<file path="src/hw/rtl/tdim_pkg.sv">
`timescale 1ns / 1ps
// ----------------------------------------------------------------------------
// Tick-driven I2C master package
// Shared types, codes and constants of the tick-driven I2C master.
// ----------------------------------------------------------------------------
package tdim_pkg;

	localparam int CFG_IDX_W  = 4;
	localparam int CFG_DATA_W = 8;

	localparam logic [CFG_IDX_W-1:0] CFG_BYTE_COUNT = CFG_IDX_W'(0);
	localparam logic [CFG_IDX_W-1:0] CFG_READ_MODE  = CFG_IDX_W'(1);

	localparam logic [1:0] ERR_NONE = 2'd0;
	localparam logic [1:0] ERR_ADDR = 2'd1;
	localparam logic [1:0] ERR_DATA = 2'd2;

	localparam logic [5:0] ADDR_ACK_TICK = 6'd27;
	localparam logic [5:0] DATA_ACK_TICK = 6'd24;

	typedef enum logic [1:0] {
		REQ_TICK  = 2'd0,
		REQ_LOAD  = 2'd1,
		REQ_START = 2'd2
	} req_t;

	typedef enum logic [2:0] {
		PH_IDLE  = 3'd0,
		PH_ADDR  = 3'd1,
		PH_WRITE = 3'd2,
		PH_READ  = 3'd3,
		PH_STOP  = 3'd4
	} phase_t;

	typedef struct packed {
		logic [1:0] req_type;
		logic [3:0] load_index;
		logic [7:0] load_byte;
		logic       sda_in;
	} req_item_t;

	typedef struct packed {
		logic       scl_out;
		logic       sda_out;
		logic       busy_res;
		logic       done_res;
		logic [1:0] err_code;
		logic       rd_valid;
		logic [3:0] rd_index;
		logic [7:0] rd_byte;
	} res_item_t;

	typedef struct packed {
		logic       we;
		logic [4:0] widx;
		logic [7:0] wdata;
		logic [4:0] ridx;
	} buf_req_t;

endpackage

</file>
<file path="src/hw/rtl/tdim_if.sv">
`timescale 1ns / 1ps
// ----------------------------------------------------------------------------
// Tick-driven I2C master channels
// Valid/ready channels for request items, result items and register writes.
// ----------------------------------------------------------------------------
interface tdim_req_if import tdim_pkg::*; ();
	logic      valid;
	logic      ready;
	req_item_t data;
	modport source(output valid, output data, input ready);
	modport sink(input valid, input data, output ready);
endinterface

interface tdim_res_if import tdim_pkg::*; ();
	logic      valid;
	logic      ready;
	res_item_t data;
	modport source(output valid, output data, input ready);
	modport sink(input valid, input data, output ready);
endinterface

interface tdim_cfg_if import tdim_pkg::*; ();
	logic                  valid;
	logic                  ready;
	logic [CFG_IDX_W-1:0]  idx;
	logic [CFG_DATA_W-1:0] data;
	modport source(output valid, output idx, output data, input ready);
	modport sink(input valid, input idx, input data, output ready);
endinterface

</file>
<file path="src/hw/rtl/tdim_engine.sv">
`timescale 1ns / 1ps
// ----------------------------------------------------------------------------
// Tick-driven I2C master sequencer
// Holds the transfer state and steps it by one request item per transaction.
// ----------------------------------------------------------------------------
module tdim_engine import tdim_pkg::*; (
	input  logic       clk,
	input  logic       arst_n,
	input  logic       fire,
	input  req_item_t  item,
	input  logic [4:0] byte_count,
	input  logic       read_mode,
	input  logic [7:0] rdata,
	output res_item_t  res,
	output buf_req_t   buf_req
);

	phase_t     phase_q, phase_d;
	logic [5:0] tick_q, tick_d;
	logic [1:0] ph3_q, ph3_d;
	logic [3:0] tdiv_q, tdiv_d;
	logic [4:0] bidx_q, bidx_d;
	logic       scl_q, scl_d;
	logic       sda_q, sda_d;
	logic [1:0] err_q, err_d;
	logic [7:0] shift_q, shift_d;

	logic       done;
	logic       rdv;
	logic       is_last;
	logic [2:0] wr_pos;
	logic [2:0] addr_pos;

	assign is_last  = ({1'b0, bidx_q} + 6'd1) >= {1'b0, byte_count};
	assign wr_pos   = ~tdiv_q[2:0];
	assign addr_pos = 3'(4'd8 - tdiv_q);

	always_comb begin
		phase_d       = phase_q;
		tick_d        = tick_q;
		ph3_d         = ph3_q;
		tdiv_d        = tdiv_q;
		bidx_d        = bidx_q;
		scl_d         = scl_q;
		sda_d         = sda_q;
		err_d         = err_q;
		shift_d       = shift_q;
		done          = 1'b0;
		rdv           = 1'b0;
		buf_req.we    = 1'b0;
		buf_req.widx  = bidx_q;
		buf_req.wdata = shift_q;
		case (item.req_type)
			REQ_LOAD: begin
				buf_req.we    = fire;
				buf_req.widx  = {1'b0, item.load_index};
				buf_req.wdata = item.load_byte;
			end
			REQ_START: begin
				if (phase_q == PH_IDLE) begin
					phase_d = PH_ADDR;
					tick_d  = 6'd0;
					ph3_d   = 2'd0;
					tdiv_d  = 4'd0;
					bidx_d  = 5'd0;
					err_d   = ERR_NONE;
					shift_d = 8'd0;
				end
			end
			REQ_TICK: begin
				if (phase_q != PH_IDLE) begin
					tick_d = tick_q + 6'd1;
					if (ph3_q == 2'd2) begin
						ph3_d  = 2'd0;
						tdiv_d = tdiv_q + 4'd1;
					end else begin
						ph3_d = ph3_q + 2'd1;
					end
				end
				case (phase_q)
					PH_ADDR: begin
						if (tick_q == 6'd0) begin
							scl_d = 1'b1;
							sda_d = 1'b1;
						end else if (tick_q == 6'd1) begin
							sda_d = 1'b0;
						end else if (tick_q == 6'd2) begin
							scl_d = 1'b0;
						end else if (tick_q < ADDR_ACK_TICK) begin
							if (ph3_q == 2'd0) begin
								scl_d = 1'b0;
								sda_d = rdata[addr_pos];
							end else begin
								scl_d = (ph3_q == 2'd1);
							end
						end else if (tick_q == ADDR_ACK_TICK) begin
							sda_d = 1'b1;
							scl_d = 1'b1;
						end else if (tick_q == ADDR_ACK_TICK + 6'd1) begin
							if (item.sda_in) begin
								err_d   = ERR_ADDR;
								phase_d = PH_STOP;
								tick_d  = 6'd0;
							end
						end else begin
							scl_d = 1'b0;
							if (is_last) begin
								sda_d   = 1'b0;
								phase_d = PH_STOP;
								tick_d  = 6'd0;
							end else begin
								sda_d   = read_mode;
								phase_d = read_mode ? PH_READ : PH_WRITE;
								bidx_d  = 5'd1;
								tick_d  = 6'd0;
								ph3_d   = 2'd0;
								tdiv_d  = 4'd0;
							end
						end
					end
					PH_WRITE: begin
						if (tick_q < DATA_ACK_TICK) begin
							if (ph3_q == 2'd0) begin
								scl_d = 1'b0;
								sda_d = rdata[wr_pos];
							end else begin
								scl_d = (ph3_q == 2'd1);
							end
						end else if (tick_q == DATA_ACK_TICK) begin
							sda_d = 1'b1;
							scl_d = 1'b1;
						end else if (tick_q == DATA_ACK_TICK + 6'd1) begin
							if (item.sda_in) begin
								err_d   = ERR_DATA;
								phase_d = PH_STOP;
								tick_d  = 6'd0;
							end
						end else if (tick_q == DATA_ACK_TICK + 6'd2) begin
							scl_d = 1'b0;
							sda_d = 1'b0;
						end else begin
							if (is_last) begin
								phase_d = PH_STOP;
								tick_d  = 6'd0;
							end else begin
								bidx_d = bidx_q + 5'd1;
								tick_d = 6'd0;
								ph3_d  = 2'd0;
								tdiv_d = 4'd0;
							end
						end
					end
					PH_READ: begin
						if (tick_q < DATA_ACK_TICK) begin
							if (ph3_q == 2'd0) begin
								scl_d = 1'b1;
							end else if (ph3_q == 2'd1) begin
								shift_d[wr_pos] = item.sda_in;
							end else begin
								scl_d = 1'b0;
							end
						end else if (tick_q == DATA_ACK_TICK) begin
							sda_d      = is_last;
							buf_req.we = fire;
							rdv        = 1'b1;
						end else if (tick_q == DATA_ACK_TICK + 6'd1) begin
							scl_d = 1'b1;
						end else if (tick_q == DATA_ACK_TICK + 6'd2) begin
							scl_d = 1'b0;
						end else begin
							if (is_last) begin
								sda_d   = 1'b0;
								phase_d = PH_STOP;
								tick_d  = 6'd1;
								ph3_d   = 2'd1;
								tdiv_d  = 4'd0;
							end else begin
								sda_d  = 1'b1;
								bidx_d = bidx_q + 5'd1;
								tick_d = 6'd0;
								ph3_d  = 2'd0;
								tdiv_d = 4'd0;
							end
						end
					end
					PH_STOP: begin
						if (tick_q == 6'd0) begin
							scl_d = 1'b0;
							sda_d = 1'b0;
						end else if (tick_q == 6'd1) begin
							scl_d = 1'b1;
						end else begin
							sda_d   = 1'b1;
							done    = 1'b1;
							phase_d = PH_IDLE;
							tick_d  = 6'd0;
							bidx_d  = 5'd0;
						end
					end
					default: begin
						phase_d = PH_IDLE;
						tick_d  = 6'd0;
					end
				endcase
			end
			default: begin
			end
		endcase
		buf_req.ridx = fire ? bidx_d : bidx_q;
	end

	always_comb begin
		res.scl_out  = scl_d;
		res.sda_out  = sda_d;
		res.busy_res = (phase_d != PH_IDLE);
		res.done_res = done;
		res.err_code = err_d;
		res.rd_valid = rdv;
		res.rd_index = rdv ? bidx_q[3:0] : 4'd0;
		res.rd_byte  = rdv ? shift_q : 8'd0;
	end

	always_ff @(posedge clk or negedge arst_n) begin
		if (!arst_n) begin
			phase_q <= PH_IDLE;
			tick_q  <= 6'd0;
			ph3_q   <= 2'd0;
			tdiv_q  <= 4'd0;
			bidx_q  <= 5'd0;
			scl_q   <= 1'b1;
			sda_q   <= 1'b1;
			err_q   <= ERR_NONE;
			shift_q <= 8'd0;
		end else if (fire) begin
			phase_q <= phase_d;
			tick_q  <= tick_d;
			ph3_q   <= ph3_d;
			tdiv_q  <= tdiv_d;
			bidx_q  <= bidx_d;
			scl_q   <= scl_d;
			sda_q   <= sda_d;
			err_q   <= err_d;
			shift_q <= shift_d;
		end
	end

endmodule

</file>
<file path="src/hw/rtl/tick_driven_i2c_master.sv">
`timescale 1ns / 1ps
// ----------------------------------------------------------------------------
// Tick-driven I2C master
// Bit-banged I2C master that moves SCL and SDA one step per tick item.
//
// The req channel carries tick, load and start items; every accepted item
// gives exactly one item on the res channel with the line levels, busy,
// done, error code and any completed read byte. Registers byte_count and
// read_mode are to be written over the cfg channel while no transfer runs;
// the block does not enforce it; cfg is always ready. Each item is handled
// in the cycle it is accepted and, while res keeps up, its result is valid
// in the next cycle, so one item per cycle is sustained. The byte buffer is
// a memory with a registered read port, prefetched from the byte index that
// the step leaves behind and bypassed on a write to the same entry.
// A two-entry output register keeps the req channel ready while one result
// waits; only when both entries are full does req stall until res is taken.
// Reset leaves the lines released high, the master idle, byte_count at one
// and read_mode at zero; buffer contents stay undefined until loaded.
// ----------------------------------------------------------------------------
module tick_driven_i2c_master import tdim_pkg::*; #(
	parameter int BUF_DEPTH = 16
) (
	input logic       clk,
	input logic       arst_n,
	tdim_req_if.sink  req,
	tdim_res_if.source res,
	tdim_cfg_if.sink  cfg
);

	localparam int AW = (BUF_DEPTH > 1) ? $clog2(BUF_DEPTH) : 1;

	logic [4:0]    byte_count_q;
	logic          read_mode_q;
	logic [7:0]    mem [BUF_DEPTH];
	logic [7:0]    rdata_q;
	logic [AW-1:0] mod_lut [32];
	logic [AW-1:0] waddr;
	logic [AW-1:0] raddr;
	logic          in_fire;
	logic          out_fire;
	res_item_t     step_res;
	buf_req_t      buf_req;
	logic          out_valid_q;
	res_item_t     out_s1;
	logic          skid_valid_q;
	res_item_t     skid_q;

	for (genvar g = 0; g < 32; g++) begin : g_mod
		assign mod_lut[g] = AW'(g % BUF_DEPTH);
	end

	assign cfg.ready = 1'b1;

	always_ff @(posedge clk or negedge arst_n) begin
		if (!arst_n) begin
			byte_count_q <= 5'd1;
			read_mode_q  <= 1'b0;
		end else if (cfg.valid) begin
			case (cfg.idx)
				CFG_BYTE_COUNT: byte_count_q <= cfg.data[4:0];
				CFG_READ_MODE:  read_mode_q  <= cfg.data[0];
				default: begin
				end
			endcase
		end
	end

	assign req.ready = !skid_valid_q;
	assign in_fire   = req.valid && req.ready;
	assign out_fire  = out_valid_q && res.ready;

	tdim_engine u_engine (
		.clk        (clk),
		.arst_n     (arst_n),
		.fire       (in_fire),
		.item       (req.data),
		.byte_count (byte_count_q),
		.read_mode  (read_mode_q),
		.rdata      (rdata_q),
		.res        (step_res),
		.buf_req    (buf_req)
	);

	assign waddr = mod_lut[buf_req.widx];
	assign raddr = mod_lut[buf_req.ridx];

	always_ff @(posedge clk) begin
		if (buf_req.we) begin
			mem[waddr] <= buf_req.wdata;
		end
		if (buf_req.we && waddr == raddr) begin
			rdata_q <= buf_req.wdata;
		end else begin
			rdata_q <= mem[raddr];
		end
	end

	always_ff @(posedge clk or negedge arst_n) begin
		if (!arst_n) begin
			out_valid_q  <= 1'b0;
			skid_valid_q <= 1'b0;
		end else if (skid_valid_q) begin
			if (out_fire) begin
				skid_valid_q <= 1'b0;
			end
		end else if (in_fire) begin
			if (out_valid_q && !out_fire) begin
				skid_valid_q <= 1'b1;
			end else begin
				out_valid_q <= 1'b1;
			end
		end else if (out_fire) begin
			out_valid_q <= 1'b0;
		end
	end

	always_ff @(posedge clk) begin
		if (skid_valid_q) begin
			if (out_fire) begin
				out_s1 <= skid_q;
			end
		end else if (in_fire) begin
			if (out_valid_q && !out_fire) begin
				skid_q <= step_res;
			end else begin
				out_s1 <= step_res;
			end
		end
	end

	assign res.valid = out_valid_q;
	assign res.data  = out_s1;

endmodule

</file>
<file path="src/flat_wrapper.sv">
// flat-port wrapper written by rule: the top's interface ports become plain ports
module tick_driven_i2c_master_flat import tdim_pkg::*;
#(
	parameter int BUF_DEPTH = 16
)
  (clk, arst_n, req_valid, req_data, req_ready, res_valid, res_data, res_ready, cfg_valid, cfg_idx, cfg_data, cfg_ready);
  tdim_req_if req_i ();
  tdim_res_if res_i ();
  tdim_cfg_if cfg_i ();
  input logic clk;
  input logic arst_n;
  input wire logic [$bits(req_i.valid)-1:0] req_valid;
  input wire logic [$bits(req_i.data)-1:0] req_data;
  output wire logic [$bits(req_i.ready)-1:0] req_ready;
  output wire logic [$bits(res_i.valid)-1:0] res_valid;
  output wire logic [$bits(res_i.data)-1:0] res_data;
  input wire logic [$bits(res_i.ready)-1:0] res_ready;
  input wire logic [$bits(cfg_i.valid)-1:0] cfg_valid;
  input wire logic [$bits(cfg_i.idx)-1:0] cfg_idx;
  input wire logic [$bits(cfg_i.data)-1:0] cfg_data;
  output wire logic [$bits(cfg_i.ready)-1:0] cfg_ready;
  assign req_i.valid = req_valid;
  assign req_i.data = req_data;
  assign req_ready = req_i.ready;
  assign res_valid = res_i.valid;
  assign res_data = res_i.data;
  assign res_i.ready = res_ready;
  assign cfg_i.valid = cfg_valid;
  assign cfg_i.idx = cfg_idx;
  assign cfg_i.data = cfg_data;
  assign cfg_ready = cfg_i.ready;
  tick_driven_i2c_master #(.BUF_DEPTH(BUF_DEPTH)) u_core (.clk(clk), .arst_n(arst_n), .req(req_i), .res(res_i), .cfg(cfg_i));
endmodule
</file>
<file path="config.mk">
export PLATFORM = sky130hd
export DESIGN_NAME = tick_driven_i2c_master_flat
export DESIGN_NICKNAME = d
export VERILOG_FILES = /design/src/hw/rtl/tdim_pkg.sv /design/src/hw/rtl/tdim_if.sv /design/src/hw/rtl/tdim_engine.sv /design/src/hw/rtl/tick_driven_i2c_master.sv /design/src/flat_wrapper.sv
export SDC_FILE = /design/constraint.sdc
export NUM_CORES = 1
export LEC_CHECK = 0
export ABC_CLOCK_PERIOD_IN_PS = 3300
export BUFFER_PORTS_ARGS = -buffer_cell sky130_fd_sc_hd__buf_2
export CORE_ASPECT_RATIO = 0.7
export CORE_MARGIN = 4
export CORE_UTILIZATION = 50
export DETAILED_ROUTE_END_ITERATION = 8
export PLACE_DENSITY = 0.67
export REMOVE_ABC_BUFFERS = 1
export SYNTH_ARGS = -nofsm -noshare
export SYNTH_HDL_FRONTEND = slang
export SYNTH_SLANG_ARGS = --single-unit
</file>
<file path="constraint.sdc">
create_clock -name clk -period 3.3 [get_ports clk]
set_input_delay 0.66 -clock clk [delete_from_list [all_inputs] [get_ports clk]]
set_output_delay 0.66 -clock clk [all_outputs]
set_load 0.005 [all_outputs]
</file>
# After elaboration in Yosys (flattened, before gate mapping)
# Memories as Yosys holds them, arrays and structs flattened. A register that Yosys moved wholly into a read port is not among the register bits.
# Index checks and enable logic that the tools add are counted.
[totals] register_bits=78 mem_bits_rw=128 rom_bits=256 input_bits=32 output_inout_bits=22 n_memories=3
[memory_table] memory="(no name shown)" depth=32 word_bits=4 read_ports=1 rd_ports_with_merged_regs=0 wr=0 line_no="tick_driven_i2c_master.sv:84" rtl="assign waddr = mod_lut[buf_req.widx];"
[memory_table] memory="(no name shown)" depth=32 word_bits=4 read_ports=1 rd_ports_with_merged_regs=0 wr=0 line_no="tick_driven_i2c_master.sv:85" rtl="assign raddr = mod_lut[buf_req.ridx];"
[memory_table] memory="u_core.mem" depth=16 word_bits=8 read_ports=1 rd_ports_with_merged_regs=1 wr=1 line_no="tick_driven_i2c_master.sv:34" rtl="logic [7:0] mem [BUF_DEPTH];"
[classes] add_sub_neg=6 order_cmp=8 n_eq_ne=24 n_mux=204 bitwise_logic=4 n_reduce_logical=24
[op_table] cell="6-bit 2-to-1 mux" n=19
[op_table] cell="4-bit 2-to-1 mux" n=23
[op_table] cell="5-bit 2-to-1 mux" n=16
[op_table] cell="19-bit 2-to-1 mux" n=4
[op_table] cell="1-bit 2-to-1 mux" n=66
[op_table] cell="2-bit 2-to-1 mux" n=30
[op_table] cell="3-bit 2-to-1 mux" n=19
[op_table] cell="8-bit 2-to-1 mux" n=6
[op_table] cell="6-bit by 5-bit equality test with 1-bit output, second input constant" n=5
[op_table] cell="6-bit case mux with 4 select lines" n=1
[op_table] cell="8-bit case mux with 2 select lines" n=1
[op_table] cell="5-bit case mux with 3 select lines" n=1
[op_table] cell="13-bit 2-to-1 mux" n=1
[op_table] cell="6-bit greater-or-equal comparator, second input constant" n=2
[op_table] cell="6-bit by 5-bit < comparator with 1-bit output, second input constant" n=2
[op_table] cell="5-bit inverter with 6-bit output" n=2
[op_table] cell="2-bit case mux with 2 select lines" n=3
[op_table] cell="3-bit case mux with 4 select lines" n=1
[op_table] cell="4-bit case mux with 3 select lines" n=1
[op_table] cell="6-bit case mux with 2 select lines" n=1
[op_table] cell="3-bit AND reduction" n=4
[op_table] cell="2-bit != test, second input constant" n=5
[op_table] cell="5-bit case mux with 2 select lines" n=1
[op_table] cell="8-bit bitwise mux" n=1
[op_table] cell="38 further kinds" n=55

# Longest topological paths before layout
# Gate-level depths: netlist of run 1.
[depth] depth_word=16 mapped_depth=11 depth_no_buf=11

# Hierarchy
# Synthesis of run 1 repeated with hierarchy kept, for this count alone.
[hier_totals] cells_unflattened=716 hier_area_um2=9979.6
[modules_own_cells] module="tick_driven_i2c_master" instances=1 cells_per_inst=315 area_per_inst_um2=6801.5 seq_area_each_um2=5266.3
[modules_own_cells] module="tdim_engine" instances=1 cells_per_inst=401 area_per_inst_um2=3178.0 seq_area_each_um2=778.2

# Worst setup path before layout of run 1
# No wires, ideal clock.
[synth_timing] path_kind="register to register" from="register u_core.u_engine.bidx_q[0]" to="register u_core.out_s1 (netlist bit u_core.res.data[16]) (data pin)" setup_time_ns=0.260 arrival_time_ns=2.600 path_slack_ns=0.440 stages_incl_launch_ff=10 path_buffers=0 period_less_slack_ns=2.860 cell_sequence="dfrtp_1 ha_1 ha_1 a21o_1 a211o_1 a21boi_2 o21ai_0 a211oi_1 o221ai_1 mux2_2"
[synth_rtl] item="start: declaration" line_no="tdim_engine.sv:22" rtl="logic [4:0] bidx_q, bidx_d;"
[synth_rtl] item="start signal: assignment" line_no="tdim_engine.sv:239" rtl="bidx_q <= bidx_d;"
[synth_rtl] item="end signal: assignment" line_no="tick_driven_i2c_master.sv:120" rtl="out_s1 <= skid_q;"
[synth_rtl] item="end signal: assignment" line_no="tick_driven_i2c_master.sv:126" rtl="out_s1 <= step_res;"
[synth_rtl] item="end: declaration" line_no="tick_driven_i2c_master.sv:44" rtl="res_item_t out_s1;"

==> reports/results.ini, run 1 <==
[clock_tree]
numCtsBuffers=21
cts-htree-levels=1
cts_tree=done
clk_pin_slew_ps=70
cts_hold_buffers=0
root_buffer=clkbuf_16
clock_sinks=209
clockBufferDepth=3
clk-insertion-delay-late_ps=510

[synth]
synth_top_area_cell=edfxtp_1
synth-seq-cells=209
syn_area_mm2=0.00993
synth.avg_cell_area_um2=13.3
synth_edf_count=166
yosysUniqueCellTypes=74
synth_warnings=0
synth_flop_cell=edfxtp_1
yosysSeqAreaShare_pct=60.8
yosys-top-cells-area=edfxtp_1, dfrtp_1, mux4_2
netlist_top_cells_count=edfxtp_1, nor2_1, nand2_1
yosysTopAreaCellShare_pct=50.2
syn-instance-count=747
async_reset_ff_share_pct=18.7
yosysMostFrequentCell=edfxtp_1

[timing]
hold_viol_final=0
worstMarginPinSlew_ps=929
slew_headroom_pct=38.0
rsz0062_at_grt=false
min_period_ps=3130
fmax_mhz=320
period_share_pct=94.8
skew_ps=15.8
setup_viol=0
drv_slew=0
final_critical_path_setup_slack_ps=171

[pwr]
power.switching_mw=2.07
leakage_nw=4.10
p_clk_share_pct=30.6
powerDensity_mw_per_mm2=627
p_int_mw=5.02
p_sw_share_pct=29.2
power_frac_seq_pct=48.3
power.share.combinational_pct=21.1
ir_drop_uv=433

[detailed_routing]
vias=6793
antenna_left=0
routedWlPerCell_um=22.6
drcViolationCount=0
wl_um=25100
drt_iter0_markers=838
drt_first_pass_iters=5
vias_per_cell=6.11

[setup_path]
critPathMaxFanout=6
r2r_cells=9
cp-end-kind=flip-flop
reg2reg_from=u_core.u_engine.bidx_q[0]$_DFF_PN0_
rrSetupSlack_ps=170
start_kind=flip-flop
critPathLaunch=u_core.u_engine.bidx_q[0]$_DFF_PN0_
path_class=flip-flop to flip-flop
critPathSlowestCell=dfrtp_1
crit_path_max_incr_delay_ps=380
critPathMostFrequentCell=ha_1
crit_arrival_ps=3380
worstPathRequired_ps=3550
timing.rr.end=u_core.res.data[16]$_DFFE_PP_
crit_chain=ha_1 > ha_1 > a21o_1 > a211o_1 > a21boi_4 > o21ai_0 > a211oi_1 > o221ai_1 > mux2_2

[placement]
post-place-ws_ps=237
place_congestion=0.994
dpl_cell_area_mm2=0.0107
dp_hpwl_um=17900
portBuffers=49

[global_route]
met1_usage_pct=37.3
gr-usage-met2_pct=31.3
use_met3_pct=4.67
grt_pass1_vias=6541
grt_max_degree=40
grt_overflow=0
grt_pass1_wl_um=38600
gr-usage-all-layers_pct=22.6
antenna_found_initial=0
grt-busiest-layer=met1

[floorplan]
core-area_mm2=0.0192
die_w_um=176
die_area_mm2=0.0222
initial_core_util_pct=51.8
io_pins=54
die_y_um=126
rows=42

[hold_path]
holdCritPathClass=primary input to asynchronous set/reset pin

[final_layout]
final_cell_area_mm2=0.0113
diodes=0
drive_gt1_share_pct=23.8
final_nets=879
area_growth_pct=13.8

[flow_run]
drv_cap=0

[run_status]
status=completed

## cell usage in the layout (no fill, tap or decap), drive strengths merged, types with 14 or more instances in the layout
cell	netlist	layout
edfxtp	166	166
buf	21	108
nor2	54	54
nand2	49	49
a21oi	41	41
o21ai	41	41
dfrtp	36	36
mux2	31	31
mux4	31	31
inv	28	29
clkbuf	23	28
nor3	26	26
mux2i	18	18
nand3	15	15
o22ai	14	14
## power by group through the flow
| stage | sequential (mW) | combinational (mW) | clock [mW] |
|---|---|---|---|
| 2_1_floorplan | 3.43 | 0.892 | 0 |
| 3_3_place_gp | 3.46 | 1.44 | 0 |
| 3_5_place_dp | 3.46 | 1.48 | 0 |
| 4_1_cts | 3.42 | 1.49 | 2.22 |
| 5_1_grt | 3.46 | 1.66 | 2.32 |
| 6_report | 3.43 | 1.50 | 2.17 |
## sequential cells by signal (all words and copies together), names as in the netlist, named ones only
| signal | count |
|---|---|
| u_core.byte_count_q | 5 |
| u_core.u_engine.sda_q | 1 |
| u_core.u_engine.err_q | 2 |
| u_core.read_mode_q | 1 |
| u_core.res.data | 19 |
| u_core.u_engine.phase_q | 3 |
| u_core.u_engine.ph3_q | 2 |
| u_core.mem | 128 |
| u_core.u_engine.bidx_q | 5 |
| u_core.skid_q | 19 |
| u_core.u_engine.shift_q | 8 |
| u_core.u_engine.scl_q | 1 |
| u_core.u_engine.tick_q | 6 |
| u_core.res.valid | 1 |
| u_core.skid_valid_q | 1 |
| u_core.u_engine.tdiv_q | 3 |
## logic make-up (layout without fill, tap and decap cells)
kind of cell    after synthesis  count (layout)  share of synthesized area, %
flops                       209             209                          60.8
buf+inv                      73             174                          3.83
other cells                   1               1                        0.0377
simple gates                206             206                          10.3
compound gates              161             161                          10.2
mux                          80              80                          12.8
xor+xnor                      4               4                         0.353
fa+ha+maj                    13              13                          1.64
## worst max path at each step
stage / end / cells past startpoint
after floorplan: u_core.res.data[17]$_DFFE_PP_ / 8
final: u_core.res.data[16]$_DFFE_PP_ / 9
after detailed placement: u_core.res.data[16]$_DFFE_PP_ / 9
after CTS: u_core.res.data[16]$_DFFE_PP_ / 9
after global placement: u_core.res.data[16]$_DFFE_PP_ / 9
after global routing: u_core.res.data[16]$_DFFE_PP_ / 9
## metrics by stage
step / setup TNS, ps / cells / utilization (%) / power (mW) / hold slack (ps)
global route: 0 / 1112 / 59.0 / 7.44 / 339
detailed placement: 0 / 1075 / 55.7 / 4.94 / 512
finish: 0 / 1112 / 59.0 / 7.09 / 294
global placement: 0 / 1075 / 55.7 / 4.90 / 509
floorplan: -106 / 703 / - / 4.32 / 364
CTS: 0 / 1112 / 58.9 / 7.13 / 308
## critical path, delay by kind of cell (launching register included)
| kind | cells | cell delay [ps] |
|---|---|---|
| flops | 1 | 380 |
| compound gates | 6 | 1500 |
| mux | 1 | 370 |
| fa+ha+maj | 2 | 630 |
## area by class of cell
cell class                      count  area [µm²]
Sequential cell                   209        6050
Tap cell                          264         330
Fill cell                        1497        7870
Inverter                           29         109
Multi-Input combinational cell    465        3520
Clock buffer                       28         562
Clock inverter                      9        51.3
Timing Repair Buffer              108         688
## routing by layer
| layer | wire length [µm] | up-vias |
|---|---|---|
| li1 | - | 3045 |
| met1 | 12100 | 3368 |
| met5 | 0 | - |
| met2 | 10300 | 341 |
| met3 | 2240 | 39 |
| met4 | 443 | 0 |
## what timing repair did
| item | in CTS | in global routing |
|---|---|---|
| resized for setup | 0 | 2 |
| endpoints found under the setup margin | 0 | 1 |
| buffers inserted | 0 | 0 |
(Power assumes the default switching activity.)
==> inputs of run 2 (changes only) <==
- ABC_CLOCK_PERIOD_IN_PS: 3300 -> 3960
- clock period: 3.3 -> 3.96 ns (I/O delays scaled with it)
==> run 2 against run 1 <==
  * Worst setup slack improved by 440 ps
  * Design area decreased by 1.2%
  * Power decreased by 15%
  * Global-route usage decreased by 0.61 points
  * Clock power decreased by 8%
  * Core utilization decreased by 0.69 points
  * Via count decreased by 3.6%
  * Critical endpoint unchanged
==> reports/results.ini, run 2 (same netlist as run 1, synthesis figures left out) <==
[final_layout]
area_growth_pct=12.5  ; was 13.8%
diodes=0  ; unchanged
nFillCells=1528  ; was 1,497
top_register=u_core.mem  ; unchanged
layout_commonest_cell=edfxtp_1  ; unchanged
stdcell_count=1085  ; was 1,112
drive_gt1_share_pct=22.0  ; was 23.8%
most-common-layout-cells=edfxtp_1, nor2_1, nand2_1, buf_2  ; was edfxtp_1, buf_4, nor2_1
largest_reg_flops=128  ; unchanged
final_nets=852  ; was 879

[setup_path]
worstPathRequired_ps=4220  ; was 3550 ps
critPathTopFamily=compound AO/OA/AOI/OAI gates  ; unchanged
start_kind=flip-flop  ; unchanged
cp-end-kind=flip-flop  ; unchanged
crit_arrival_ps=3600  ; was 3380 ps
cp.depth=9  ; unchanged
r2r_cells=9  ; unchanged
critPathSlowestCell=dfrtp_1  ; unchanged
critPathLaunch=u_core.u_engine.bidx_q[0]$_DFF_PN0_  ; unchanged
critPathMostFrequentCell=ha_1  ; unchanged
reg2reg_from=u_core.u_engine.bidx_q[0]$_DFF_PN0_  ; unchanged
path_class=flip-flop to flip-flop  ; unchanged
path_buf_inv=0  ; unchanged
crit_chain=ha_1 > ha_1 > a21o_1 > a211o_1 > a21boi_2 > o21ai_0 > a211oi_1 > o221ai_1 > mux2_2  ; was ha_1 > ha_1 > a21o_1 > a211o_1 > a21boi_4 > o21ai_0 > a211oi_1 > o221ai_1 > mux2_2
critPathMaxFanout=8  ; was 6
crit_path_max_incr_delay_ps=500  ; was 380 ps

[global_route]
met1_usage_pct=36.0  ; was 37.3%
gr-usage-met2_pct=30.3  ; was 31.3%
grt_pass1_vias=6376  ; was 6,541
grt-busiest-layer=met1  ; unchanged
gr-usage-all-layers_pct=22.0  ; was 22.6%
use_met3_pct=5.36  ; was 4.67%
grt_overflow=0  ; unchanged
antenna_found_initial=0  ; unchanged
grt_max_degree=40  ; unchanged
grt_pass1_wl_um=37700  ; was 38,600 µm

[floorplan]
core-area_mm2=0.0192  ; unchanged
io_pins=54  ; unchanged
initial_core_util_pct=51.8  ; unchanged
rows=42  ; unchanged
die_w_um=176  ; unchanged
die_area_mm2=0.0222  ; unchanged
die_y_um=126  ; unchanged

[detailed_routing]
routedWlPerCell_um=22.6  ; about the same
drcViolationCount=0  ; unchanged
drt_iter0_markers=919  ; was 838
drt_first_pass_iters=6  ; was 5
vias_per_cell=6.04  ; was 6.11
antenna_left=0  ; unchanged
wl_um=24500  ; was 25,100 µm
vias=6550  ; was 6,793

[placement]
portBuffers=49  ; unchanged
post-place-ws_ps=727  ; was 237 ps
place_congestion=0.970  ; was 0.994
dp_hpwl_um=17200  ; was 17,900 µm
place_inst=1049  ; was 1,075

[clock_tree]
cts_hold_buffers=0  ; unchanged
cts-htree-levels=1  ; unchanged
clockBufferDepth=3  ; unchanged
post-cts-setup-buffers=0  ; unchanged
numCtsBuffers=20  ; was 21
clock_sinks=209  ; unchanged
clk_pin_slew_ps=70  ; about the same
cts_tree=done  ; unchanged
root_buffer=clkbuf_16  ; unchanged
clk-insertion-delay-late_ps=500  ; was 510 ps
cts.repair.resized=0  ; unchanged

[timing]
fmax_mhz=299  ; was 320 MHz
final_critical_path_setup_slack_ps=611  ; was 171 ps
hold_viol_final=0  ; unchanged
setup_viol=0  ; unchanged
min_period_ps=3350  ; was 3130 ps
slew_headroom_pct=21.2  ; was 38.0%
worstMarginPinSlew_ps=1170  ; was 929 ps
tns_ps=0  ; unchanged
period_share_pct=84.6  ; was 94.8%
skew_ps=13.2  ; was 15.8 ps
drv_slew=0  ; unchanged
rsz0062_at_grt=false  ; unchanged

[pwr]
ir_drop_uv=535  ; was 433 µV
leakage_nw=4.00  ; was 4.10 nW
powerDensity_mw_per_mm2=541  ; was 627 mW/mm²

[hold_path]
holdCritPathClass=primary input to asynchronous set/reset pin  ; unchanged

[flow_run]
drv_cap=0  ; unchanged

[run_status]
status=completed  ; unchanged

run 2: changes by cell type in the layout (fill, tap and decap cells not counted), sizes merged:
cell / change
clkinvlp: +2
clkbuf: -6
bufinv: +3
clkinv: -1
buf: -26
inv: +1
run 2: power by group:
group / internal (mW) / switching [mW]
Combinational: 0.447 / 0.745
Sequential: 2.69 / 0.165
Clock: 1.17 / 0.827
Total: 4.31 / 1.74
run 2: final timing paths:
path / endpoint / slack [ps]
max: u_core.res.data[16]$_DFFE_PP_ / 610
min: u_core.u_engine.tick_q[5]$_DFFE_PN0P_ / 440
max reg2reg: u_core.res.data[16]$_DFFE_PP_ / 610
min reg2reg: u_core.u_engine.bidx_q[4]$_DFFE_PN0P_ / 540
max in group asynchronous: u_core.u_engine.shift_q[6]$_DFFE_PN0P_ / 2930
min in group clk: u_core.skid_valid_q$_DFF_PN0_ / 490
run 2: stage by stage:
step / area, µm² / power (mW) / util (%) / hold slack (ps)
6_report: 11200 / 6.05 / 58.3 / 440
5_1_grt: 11200 / 6.32 / 58.3 / 495
4_1_cts: 11200 / 6.06 / 58.3 / 473
3_5_place_dp: 10500 / 4.06 / 54.7 / 521
3_3_place_gp: 10500 / 4.03 / 54.7 / 511
2_1_floorplan: 9660 / 3.60 / - / 480
run 2: final cells by class:
cell class | count | area [µm²] | area share [%]
Multi-Input combinational cell | 465 | 3510 | 31.4
Sequential cell | 209 | 6050 | 54.1
Timing Repair Buffer | 82 | 493 | 4.41
Inverter | 29 | 109 | 0.974
Clock inverter | 14 | 155 | 1.39
Clock buffer | 22 | 529 | 4.74
Tap cell | 264 | 330 | 2.96
run 2: metal layers:
layer / wire length (µm) / share of wire, %
met1: 11900 / 49
met2: 10000 / 41
met3: 2240 / 9.2
met4: 358 / 1.5
met5: 0 / 0
==> inputs of run 3 (changes only) <==
- ABC_CLOCK_PERIOD_IN_PS: 3960 -> 3100
- clock period: 3.96 -> 3.1 ns (I/O delays scaled with it)
==> run 3 against run 2 <==
  * Clock skew grew 11 ps
  * Register-to-register slack got worse by 510 ps
  * Core utilization up 1.9 points
  * Power grew 32%
  * Sequential share of layout area decreased by 1.7 points
  * Routed wire length is 2.4% higher
  * Die area is the same
  * Via count up 3.8%
  * Count of clock-buffer cells in the layout increased by 1
  * Critical endpoint unchanged
  * Largest power group unchanged
==> reports/results.ini, run 3 (same netlist as run 1, synthesis figures left out) <==
[run_status]
status=completed  ; unchanged

[floorplan]
rows=42  ; unchanged
core-area_mm2=0.0192  ; unchanged
die_w_um=176  ; unchanged
die_area_mm2=0.0222  ; unchanged
io_pins=54  ; unchanged
initial_core_util_pct=51.8  ; unchanged
die_y_um=126  ; unchanged

[global_route]
grt_pass1_vias=6582  ; was 6,376
gr-usage-all-layers_pct=22.6  ; was 22.0%
antenna_found_initial=0  ; unchanged
grt_max_degree=40  ; unchanged
grt_overflow=0  ; unchanged
grt_pass1_wl_um=38600  ; was 37,700 µm

[detailed_routing]
vias_per_cell=6.08  ; was 6.04
vias=6797  ; was 6,550
drt_first_pass_iters=5  ; was 6
wl_um=25100  ; was 24,500 µm
drcViolationCount=0  ; unchanged
drt_iter0_markers=788  ; was 919
routedWlPerCell_um=22.4  ; was 22.6 µm
antenna_left=0  ; unchanged

[clock_tree]
clockBufferDepth=3  ; unchanged
clk-insertion-delay-late_ps=530  ; was 500 ps
cts.repair.resized=0  ; unchanged
root_buffer=clkbuf_16  ; unchanged
clock_sinks=209  ; unchanged
cts_tree=done  ; unchanged
numCtsBuffers=22  ; was 20
cts-htree-levels=1  ; unchanged
clk_pin_slew_ps=70  ; about the same
post-cts-setup-buffers=0  ; unchanged
cts_hold_buffers=0  ; unchanged

[setup_path]
worstPathRequired_ps=3380  ; was 4220 ps
cp-end-kind=flip-flop  ; unchanged
crit_arrival_ps=3280  ; was 3600 ps
crit_path_max_incr_delay_ps=380  ; was 500 ps
crit_chain=ha_1 > ha_1 > a21o_1 > a211o_1 > a21boi_2 > o21ai_0 > a211oi_2 > o221ai_1 > mux2_2  ; was ha_1 > ha_1 > a21o_1 > a211o_1 > a21boi_2 > o21ai_0 > a211oi_1 > o221ai_1 > mux2_2
rrSetupSlack_ps=100  ; was 610 ps
path_buf_inv=0  ; unchanged
critPathMaxFanout=3  ; was 8
timing.rr.end=u_core.res.data[16]$_DFFE_PP_  ; unchanged
path_class=flip-flop to flip-flop  ; unchanged
r2r_cells=9  ; unchanged
start_kind=flip-flop  ; unchanged
critPathMostFrequentCell=ha_1  ; unchanged
critPathSlowestCell=dfrtp_1  ; unchanged
reg2reg_from=u_core.u_engine.bidx_q[0]$_DFF_PN0_  ; unchanged
critPathTopFamily=compound AO/OA/AOI/OAI gates  ; unchanged

[final_layout]
top_register=u_core.mem  ; unchanged
drive_gt1_share_pct=25.3  ; was 22.0%
final_cell_area_mm2=0.0115  ; was 0.0112 mm²
largest_reg_flops=128  ; unchanged
nFillCells=1461  ; was 1,528
area_growth_pct=16.1  ; was 12.5%
stdcell_count=1118  ; was 1,085
final_nets=884  ; was 852
most-common-layout-cells=edfxtp_1, buf_4, nor2_1  ; was edfxtp_1, nor2_1, nand2_1, buf_2
layout_commonest_cell=edfxtp_1  ; unchanged

[timing]
min_period_ps=3000  ; was 3350 ps
hold_viol_final=0  ; unchanged
tns_ps=0  ; unchanged
setup_viol=0  ; unchanged
whs_ps=242  ; was 440 ps
skew_ps=24.2  ; was 13.2 ps
drv_slew=0  ; unchanged
worstMarginPinSlew_ps=934  ; was 1170 ps
fmax_mhz=333  ; was 299 MHz
rsz0062_at_grt=true  ; was false
slew_headroom_pct=37.8  ; was 21.2%
period_share_pct=96.8  ; was 84.6%

[flow_run]
drv_cap=0  ; unchanged

[pwr]
ir_drop_uv=501  ; was 535 µV
powerDensity_mw_per_mm2=694  ; was 541 mW/mm²
leakage_nw=4.19  ; was 4.00 nW

[hold_path]
holdCritPathClass=primary input to asynchronous set/reset pin  ; unchanged

[placement]
dpl_cell_area_mm2=0.0107  ; was 0.0105 mm²
place_inst=1079  ; was 1,049
dp_hpwl_um=17700  ; was 17,200 µm
portBuffers=49  ; unchanged
place_congestion=0.964  ; was 0.970

[run 3: worst max-delay path by stage]
| stage | startpoint | endpoint | cells after the start |
|---|---|---|---|
| after global placement | u_core.u_engine.bidx_q[0]$_DFF_PN0_ | u_core.res.data[16]$_DFFE_PP_ | 9 |
| after global routing | u_core.u_engine.bidx_q[0]$_DFF_PN0_ | u_core.u_engine.bidx_q[3]$_DFF_PN0_ | 11 |
| after floorplan | flip-flop | u_core.res.data[17]$_DFFE_PP_ | 8 |
| final | u_core.u_engine.bidx_q[0]$_DFF_PN0_ | u_core.res.data[16]$_DFFE_PP_ | 9 |
| after detailed placement | flip-flop | u_core.res.data[17]$_DFFE_PP_ | 10 |
| after CTS | flip-flop | u_core.res.data[17]$_DFFE_PP_ | 10 |
[run 3: final cells by class]
type | instances | area, µm² | share of cell area, %
clock buffer | 23 | 554 | 4.81
timing repair buffer | 112 | 743 | 6.45
tap | 264 | 330 | 2.86
inverter | 29 | 109 | 0.944
multi-input combinational | 465 | 3540 | 30.7
antenna | 1 | 2.50 | 0.0217
sequential | 209 | 6050 | 52.4
clock inverter | 15 | 208 | 1.80
[run 3: worst reg2reg max path: stages (launching register included)]
cell      delay [ps]
dfrtp_1          380
ha_1             330
ha_1             310
a21o_1           160
a211o_1          320
a21boi_2         220
o21ai_0          150
a211oi_2         300
o221ai_1         240
mux2_2           320
[run 3: per-layer routing]
layer | global-route usage [%] | vias up | wire, µm
met1 | 36.0 | 3365 | 12000
li1 | - | 3061 | -
met3 | 5.99 | 38 | 2390
met2 | 31.1 | 333 | 10200
met4 | 5.09 | 0 | 511
met5 | 0 | - | 0
[run 3: metrics by stage]
step | setup slack [ps] | power (mW) | util, %
5_1_grt | -13.5 | 8.37 | 60.1
6_report | 98.9 | 8.01 | 60.1
3_5_place_dp | 106 | 5.28 | 56.0
4_1_cts | 85.5 | 8.03 | 60.0
2_1_floorplan | -263 | 4.60 | -
3_3_place_gp | 108 | 5.23 | 56.0
[run 3: report_power, final]
part           switching [mW]  leakage [nW]  internal [mW]
registers               0.214          2.06           3.44
logic                   0.973          1.76          0.640
clock network            1.10         0.369           1.65
